**src/hdl/gf2fr_pkg.sv**
```systemverilog
// ----------------------------------------------------------------------------
// gf2fr_pkg
// Shared constants and types for the GF(2) Four Russians row reduction unit.
// ----------------------------------------------------------------------------
package gf2fr_pkg;

  // Fixed field widths of the stream and configuration beats.
  localparam int DATA_W = 64;
  localparam int COL_W  = 6;

  // Defaults for the top level parameters.
  localparam int ROW_BITS_DEF   = 64;
  localparam int TABLE_BITS_DEF = 4;

  // Item kind carried in the input tuser bit.
  localparam logic MODE_PIVOT  = 1'b0;
  localparam logic MODE_REDUCE = 1'b1;

  // Result strobe from the sequencer to the output register.
  typedef struct packed {
    logic valid;
    logic not_ready;
  } res_ctl_t;

  // Sequencer status seen by the top level.
  typedef struct packed {
    logic busy;
    logic table_ready;
  } seq_status_t;

endpackage

```
**src/hdl/gf2fr_ram.sv**
```systemverilog
// ----------------------------------------------------------------------------
// gf2fr_ram
// Simple dual-port synchronous RAM: one write port, one read port with
// registered read data. Contents are undefined until written.
// ----------------------------------------------------------------------------
module gf2fr_ram #(
  parameter int WIDTH = 64,
  parameter int DEPTH = 16,
  parameter int AW    = $clog2(DEPTH)
) (
  input  logic             clk,
  input  logic             we,
  input  logic [AW-1:0]    waddr,
  input  logic [WIDTH-1:0] wdata,
  input  logic [AW-1:0]    raddr,
  output logic [WIDTH-1:0] rdata
);

  logic [WIDTH-1:0] mem [DEPTH];

  // Write port.
  always_ff @(posedge clk) begin
    if (we) begin
      mem[waddr] <= wdata;
    end
  end

  // Read port with registered read data.
  always_ff @(posedge clk) begin
    rdata <= mem[raddr];
  end

endmodule

```
**src/hdl/gf2fr_seq.sv**
```systemverilog
// ----------------------------------------------------------------------------
// gf2fr_seq
// Table sequencer: builds the combination table from pivot rows by walking
// the built index list, and looks up table entries for reduce rows.
// ----------------------------------------------------------------------------
module gf2fr_seq #(
  parameter int ROW_BITS   = gf2fr_pkg::ROW_BITS_DEF,
  parameter int TABLE_BITS = gf2fr_pkg::TABLE_BITS_DEF
) (
  input  logic                          clk,
  input  logic                          rst_n,
  input  logic [gf2fr_pkg::COL_W-1:0]   start_column,
  input  logic                          in_valid,
  output logic                          in_ready,
  input  logic                          in_mode,
  input  logic [ROW_BITS-1:0]           in_row,
  input  logic                          out_free,
  output gf2fr_pkg::res_ctl_t           res,
  output logic [ROW_BITS-1:0]           res_row,
  output gf2fr_pkg::seq_status_t        status
);

  localparam int DEPTH = 1 << TABLE_BITS;
  localparam int CW    = $clog2(TABLE_BITS + 1);

  typedef enum logic [2:0] {
    S_IDLE,
    S_LRD,
    S_TRD,
    S_WR,
    S_RED
  } state_t;

  state_t                state_r;
  logic [CW-1:0]         count_r;
  logic [TABLE_BITS-1:0] j_r;
  logic [TABLE_BITS-1:0] key_r;
  logic [TABLE_BITS-1:0] b_r;
  logic [ROW_BITS-1:0]   row_r;

  logic                  accept;
  logic                  table_ready;
  logic [CW-1:0]         count_eff;
  logic [TABLE_BITS-1:0] key_in;
  logic [TABLE_BITS:0]   half;
  logic                  last_step;

  logic                  tbl_we;
  logic [TABLE_BITS-1:0] tbl_waddr;
  logic [ROW_BITS-1:0]   tbl_wdata;
  logic [TABLE_BITS-1:0] tbl_raddr;
  logic [ROW_BITS-1:0]   tbl_rdata;

  logic                  lst_we;
  logic [TABLE_BITS-1:0] lst_waddr;
  logic [TABLE_BITS-1:0] lst_wdata;
  logic [TABLE_BITS-1:0] lst_raddr;
  logic [TABLE_BITS-1:0] lst_rdata;

  // Combination table and built index list.
  gf2fr_ram #(.WIDTH(ROW_BITS), .DEPTH(DEPTH)) u_tbl (
    .clk   (clk),
    .we    (tbl_we),
    .waddr (tbl_waddr),
    .wdata (tbl_wdata),
    .raddr (tbl_raddr),
    .rdata (tbl_rdata)
  );

  gf2fr_ram #(.WIDTH(TABLE_BITS), .DEPTH(DEPTH)) u_lst (
    .clk   (clk),
    .we    (lst_we),
    .waddr (lst_waddr),
    .wdata (lst_wdata),
    .raddr (lst_raddr),
    .rdata (lst_rdata)
  );

  // Handshake and key extraction.
  assign in_ready    = (state_r == S_IDLE) && out_free;
  assign accept      = in_valid && in_ready;
  assign table_ready = (count_r >= CW'(TABLE_BITS));
  assign count_eff   = table_ready ? '0 : count_r;
  assign key_in      = TABLE_BITS'(in_row >> start_column);

  // Pivot walk bookkeeping: half is the size of the set built so far.
  assign half      = (TABLE_BITS + 1)'(1) << count_r;
  assign last_step = ({1'b0, j_r} == (half - (TABLE_BITS + 1)'(1)));

  assign status.busy        = (state_r != S_IDLE);
  assign status.table_ready = table_ready;

  // Memory ports and result strobe.
  always_comb begin
    tbl_we        = 1'b0;
    tbl_waddr     = '0;
    tbl_wdata     = '0;
    tbl_raddr     = key_in;
    lst_we        = 1'b0;
    lst_waddr     = '0;
    lst_wdata     = '0;
    lst_raddr     = j_r;
    res.valid     = 1'b0;
    res.not_ready = 1'b0;
    res_row       = in_row;
    unique case (state_r)
      S_IDLE: begin
        if (accept) begin
          if (in_mode == gf2fr_pkg::MODE_PIVOT) begin
            // A new table starts from a cleared entry 0 and index 0.
            if (count_eff == '0) begin
              tbl_we = 1'b1;
              lst_we = 1'b1;
            end
          end else if (!table_ready) begin
            res.valid     = 1'b1;
            res.not_ready = 1'b1;
          end
        end
      end
      S_LRD: begin
        lst_raddr = j_r;
      end
      S_TRD: begin
        // Fetch the source entry and record the new index.
        tbl_raddr = lst_rdata;
        lst_we    = 1'b1;
        lst_waddr = j_r + half[TABLE_BITS-1:0];
        lst_wdata = lst_rdata ^ key_r;
      end
      S_WR: begin
        // Store the new combination and prefetch the next index.
        tbl_we    = 1'b1;
        tbl_waddr = b_r;
        tbl_wdata = tbl_rdata ^ row_r;
        lst_raddr = j_r + TABLE_BITS'(1);
      end
      S_RED: begin
        res.valid = 1'b1;
        res_row   = row_r ^ tbl_rdata;
      end
      default: begin
        tbl_we = 1'b0;
      end
    endcase
  end

  // State and control registers.
  always_ff @(posedge clk) begin
    if (!rst_n) begin
      state_r <= S_IDLE;
      count_r <= '0;
      j_r     <= '0;
    end else begin
      unique case (state_r)
        S_IDLE: begin
          if (accept) begin
            row_r <= in_row;
            key_r <= key_in;
            j_r   <= '0;
            if (in_mode == gf2fr_pkg::MODE_PIVOT) begin
              count_r <= count_eff;
              state_r <= S_LRD;
            end else if (table_ready) begin
              state_r <= S_RED;
            end
          end
        end
        S_LRD: begin
          state_r <= S_TRD;
        end
        S_TRD: begin
          b_r     <= lst_rdata ^ key_r;
          state_r <= S_WR;
        end
        S_WR: begin
          if (last_step) begin
            count_r <= count_r + CW'(1);
            state_r <= S_IDLE;
          end else begin
            j_r     <= j_r + TABLE_BITS'(1);
            state_r <= S_TRD;
          end
        end
        S_RED: begin
          state_r <= S_IDLE;
        end
        default: begin
          state_r <= S_IDLE;
        end
      endcase
    end
  end

endmodule

```
**src/hdl/gf2_four_russians_row_reduce_unit.sv**
```systemverilog
// ----------------------------------------------------------------------------
// gf2_four_russians_row_reduce_unit
// GF(2) row elimination by the Four Russians method: pivot rows build a
// combination table, reduce rows are XORed with the entry their key selects.
// ----------------------------------------------------------------------------
//
// Channel   Direction  Beat contents
// in_*      slave      tdata: row_data; tuser: mode (0 pivot, 1 reduce)
// out_*     master     tdata: reduced_row; tuser: not_ready
// cfg_*     slave      data: start_column (low column of the key field)
//
// A reduce row against a complete table does one table read with registered
// data; otherwise its not-ready result is strobed in the accept cycle. A pivot
// row takes the accept cycle, one list read, then a read and a write-back per
// built index. A reduce result waits in the output register; the next row is
// taken in the same cycle that register is emptied. Reset clears the pivot
// count and the start column; the table memories need no clearing pass.
// ----------------------------------------------------------------------------
module gf2_four_russians_row_reduce_unit #(
  parameter int ROW_BITS   = gf2fr_pkg::ROW_BITS_DEF,
  parameter int TABLE_BITS = gf2fr_pkg::TABLE_BITS_DEF
) (
  input  logic                              clk,
  input  logic                              rst_n,
  // Input rows.
  input  logic                              in_tvalid,
  output logic                              in_tready,
  input  logic [gf2fr_pkg::DATA_W-1:0]      in_tdata,   // [63:0] row_data
  input  logic [0:0]                        in_tuser,   // [0] mode
  // Reduced rows.
  output logic                              out_tvalid,
  input  logic                              out_tready,
  output logic [gf2fr_pkg::DATA_W-1:0]      out_tdata,  // [63:0] reduced_row
  output logic [0:0]                        out_tuser,  // [0] not_ready
  // Configuration.
  input  logic                              cfg_valid,
  output logic                              cfg_ready,
  input  logic [gf2fr_pkg::COL_W-1:0]       cfg_data    // [5:0] start_column
);

  localparam int DW = gf2fr_pkg::DATA_W;

  logic [gf2fr_pkg::COL_W-1:0] start_column_r;
  logic                        out_valid_r;
  logic [ROW_BITS-1:0]         out_row_r;
  logic                        out_nr_r;

  logic                        out_free;
  gf2fr_pkg::res_ctl_t         res;
  logic [ROW_BITS-1:0]         res_row;
  gf2fr_pkg::seq_status_t      status;

  // Configuration register.
  assign cfg_ready = 1'b1;

  always_ff @(posedge clk) begin
    if (!rst_n) begin
      start_column_r <= '0;
    end else if (cfg_valid) begin
      start_column_r <= cfg_data;
    end
  end

  // Table sequencer.
  gf2fr_seq #(.ROW_BITS(ROW_BITS), .TABLE_BITS(TABLE_BITS)) u_seq (
    .clk          (clk),
    .rst_n        (rst_n),
    .start_column (start_column_r),
    .in_valid     (in_tvalid),
    .in_ready     (in_tready),
    .in_mode      (in_tuser[0]),
    .in_row       (in_tdata[ROW_BITS-1:0]),
    .out_free     (out_free),
    .res          (res),
    .res_row      (res_row),
    .status       (status)
  );

  // Output register.
  assign out_free = !out_valid_r || out_tready;

  always_ff @(posedge clk) begin
    if (!rst_n) begin
      out_valid_r <= 1'b0;
    end else if (res.valid) begin
      out_valid_r <= 1'b1;
      out_row_r   <= res_row;
      out_nr_r    <= res.not_ready;
    end else if (out_tready) begin
      out_valid_r <= 1'b0;
    end
  end

  assign out_tvalid   = out_valid_r;
  assign out_tdata    = DW'(out_row_r);
  assign out_tuser[0] = out_nr_r;

  // A result never overwrites a beat that is still waiting.
  assert property (@(posedge clk) disable iff (!rst_n)
    res.valid |-> out_free)
    else $error("result produced while output register is occupied");

  // The not-ready flag follows the table state.
  assert property (@(posedge clk) disable iff (!rst_n)
    res.valid |-> (res.not_ready == !status.table_ready))
    else $error("not_ready flag disagrees with table state");

  // A reduce row against a complete table yields its result in the next cycle.
  assert property (@(posedge clk) disable iff (!rst_n)
    (in_tvalid && in_tready && (in_tuser[0] == gf2fr_pkg::MODE_REDUCE)
      && status.table_ready) |=> (res.valid && !res.not_ready))
    else $error("reduce lookup did not complete on time");

endmodule
```
**config.mk**
```make
export PLATFORM = sky130hd
export DESIGN_NAME = gf2_four_russians_row_reduce_unit
export DESIGN_NICKNAME = d
export VERILOG_FILES = /design/src/hdl/gf2fr_pkg.sv /design/src/hdl/gf2fr_ram.sv /design/src/hdl/gf2fr_seq.sv /design/src/hdl/gf2_four_russians_row_reduce_unit.sv
export SDC_FILE = /design/constraint.sdc
export NUM_CORES = 2
export LEC_CHECK = 0
export ABC_AREA = 1
export BUFFER_PORTS_ARGS = -buffer_cell sky130_fd_sc_hd__buf_4
export CORE_MARGIN = 2
export CORE_UTILIZATION = 35
export CTS_BUF_LIST = sky130_fd_sc_hd__clkbuf_2
export DETAILED_ROUTE_END_ITERATION = 16
export SYNTH_ARGS = -nofsm -noshare
export SYNTH_HDL_FRONTEND = slang
export SYNTH_HIERARCHICAL = 1
export SYNTH_SLANG_ARGS = --single-unit
export TNS_END_PERCENT = 30
```
**constraint.sdc**
```tcl
create_clock -name clk -period 4.4 [get_ports clk]
set_input_delay 0 -clock clk [delete_from_list [all_inputs] [get_ports clk]]
set_output_delay 0 -clock clk [all_outputs]
set_load 0.1 [all_outputs]
```
==> impl_metrics.py <==
metrics = {
    "critical_path": {
        "required_ps": 5960,
        "crit_path_end_kind": "flop",
        "worst-setup-path-type": "reg2reg",
        "crit_chain": "inv_2, nand2_1, nand2_1, nor2_1, nor2_1, nand2_1, nand3_1, nand3_1, nand3_1, nand2_4, inv_16, buf_4, nand2_1, nand2_1, nand2_1, nand3_1, nand3_1, nand2_1",
        "ff2ff_setup_slack_ps": 810,
        "slowest_stage": "inv_2",
        "slowest_delay_ps": 610,
        "cp_data_arrival_time_ps": 5150,
        "cpMostUsedCell": "nand2_1",
        "cp_max_fo": 164,
        "startpoint_type": "flop",
    },
    "clock_network": {
        "ctsResizeCount": 0,
        "cts_hold_buf": 243,
        "cts-root-buf": "clkbuf_2",
        "cts_buffers": 342,
        "post_cts_buffers": 0,
        "clock-sinks": 1310,
        "cts_tree": "yes",
        "clock_path_buffers": 4,
        "insertion_delay_ps": 1700,
        "h-tree-depth": 5,
        "path_clk_slew_ps": 110,
    },
    "floorplanning": {
        "rows": 148,
        "initial_core_util": 0.352,
        "fp.dieH_um": 409,
        "fp.dieArea_sq_um": 167000,
        "num_io_pins": 144,
        "die_x_um": 409,
        "core-area_sq_um": 163000,
    },
    "synth": {
        "syn_avg_cell_area_sq_um": 10.2,
        "synth-warning-count": 6,
        "netlist_instances": 5609,
        "synth_area_sq_um": 57300,
        "syn_nets": 5696,
    },
    "pwr": {
        "switching_share": 0.340,
        "combPwrFrac": 0.233,
        "vdd_drop_max_mv": 0.352,
        "p_sw_w": 0.00994,
        "finalPower_w": 0.0293,
        "internal-power_w": 0.0193,
        "power_density_nw_per_um2": 445,
        "p_leak_nw": 28.2,
        "clkPwrFrac": 0.278,
        "pwr-share-seq": 0.490,
    },
    "timing": {
        "hold_viol_final": 0,
        "setup-violations-final": 0,
        "period_minus_slack_ps": 3590,
        "finalSetupTns_ps": 0,
        "relSlewSlack": 0.243,
        "finClkSkew_ps": 152,
        "rsz0062_at_grt": "false",
        "tightest_slew_ps": 1140,
        "layout_worst_path_cycle_share": 0.817,
        "finalMaxSlewViolations": 0,
        "max_freq_mhz": 278,
    },
    "cells_and_area": {
        "final_common_cell": "nand2_1",
        "utilization": 0.405,
        "fillers": 15723,
        "syn2layout_area_growth_pct": 15.0,
        "layout_common_cells": "nand2_1 (1757), edfxtp_1 (1225), nand3_1 (946), inv_1 (882), clkbuf_2 (520)",
        "finalNetCount": 6223,
        "drive_above_1_share": 0.128,
    },
    "hold_path": {
        "worstHoldPathType": "in2reg",
    },
    "drt": {
        "antenna_left": 0,
        "drcViolationCount": 0,
        "wl_per_cell_um": 18.9,
        "dr_total_vias": 41144,
        "drtIter0Drc": 3956,
        "viasPerCell": 4.80,
        "postRouteWirelength_um": 162000,
        "firstDrtPassIters": 6,
        "wl_met1_um": 68800,
        "top_layer_used": "met5",
        "route.met2.wl_um": 75000,
        "met3WireLength_um": 14500,
    },
    "place": {
        "gp_congestion": 0.854,
        "hpwl_um": 84300,
        "portBuffers": 142,
    },
    "global_routing": {
        "grt_max_degree": 165,
        "grt_pass1_wl_um": 240000,
        "grt-ovfl-total": 0,
        "grt_pass1_vias": 38884,
        "grtUsageTotal": 0.190,
        "antenna_found_initial": 12,
    },
    "run": {
        "drv_cap": 0,
    },
    "outcome": {
        "outcome": "finished clean",
    },
}
## through the flow
step / hold slack, ps / cell area (sq um) / cells / setup slack [ps]
finish: 329 / 65900 / 8573 / 806
global route: 236 / 65900 / 8572 / 509
CTS: 97.4 / 65800 / 8561 / 902
detailed placement: 207 / 60500 / 7724 / 907
global placement: 203 / 60500 / 7724 / 922
floorplan: 98.9 / 57300 / 5609 / -707
## power groups by stage
stage	Sequential, W	Clock (W)	Combinational (W)
floorplan	0.0149	0	0.00451
global placement	0.0146	0	0.00651
detailed placement	0.0146	0	0.00658
CTS	0.0143	0.00837	0.00679
global route	0.0144	0.00898	0.00746
finish	0.0143	0.00813	0.00682
## final cells by class
| class | count | area, sq um | share of cell area |
|---|---|---|---|
| Sequential cell | 1310 | 38500 | 0.584 |
| Clock inverter | 74 | 352 | 0.00534 |
| Timing Repair Buffer | 463 | 4420 | 0.0671 |
| Antenna cell | 12 | 30.0 | 0.000456 |
| Inverter | 895 | 3410 | 0.0517 |
| Clock buffer | 520 | 2600 | 0.0395 |
| Multi-Input combinational cell | 3124 | 13800 | 0.210 |
| Tap cell | 2175 | 2720 | 0.0413 |
## registers in the layout, indices dropped and copies added, names as in the netlist
| signal | cells |
|---|---|
| u_seq/u_tbl/mem | 1024 |
| out_tdata | 64 |
| u_seq/row_r | 64 |
| u_seq/u_lst/mem | 64 |
| u_seq/u_tbl/rdata | 64 |
| start_column_r | 6 |
| u_seq/b_r | 4 |
| u_seq/j_r | 4 |
| u_seq/key_r | 4 |
| u_seq/u_lst/rdata | 4 |
| u_seq/count_r | 3 |
| u_seq/state_r | 3 |
| out_tuser | 1 |
| out_tvalid | 1 |
## worst paths after layout
check	cells after the start	endpoint	startpoint
worst max register to register	18	u_seq/u_tbl/rdata[44]	start_column_r[0]
worst min register to register	2	u_seq/j_r[2]	u_seq/j_r[2]
worst min-delay path	4	u_seq/row_r[53]	in_tdata[53]
worst max-delay path	18	u_seq/u_tbl/rdata[44]	start_column_r[0]
## worst max-delay path, delay by kind of cell, from the launching register on
| kind | cells | cell delay [ps] |
|---|---|---|
| buf+inv | 3 | 1510 |
| flops | 1 | 430 |
| simple gates | 15 | 1430 |
## metal layers
layer | track usage | vias to the layer above
li1 | - | 19488
met1 | 0.262 | 19483
met2 | 0.302 | 1876
met3 | 0.0341 | 291
met4 | 0.0657 | 6
met5 | 0 | -
(Power assumes the default switching activity.)
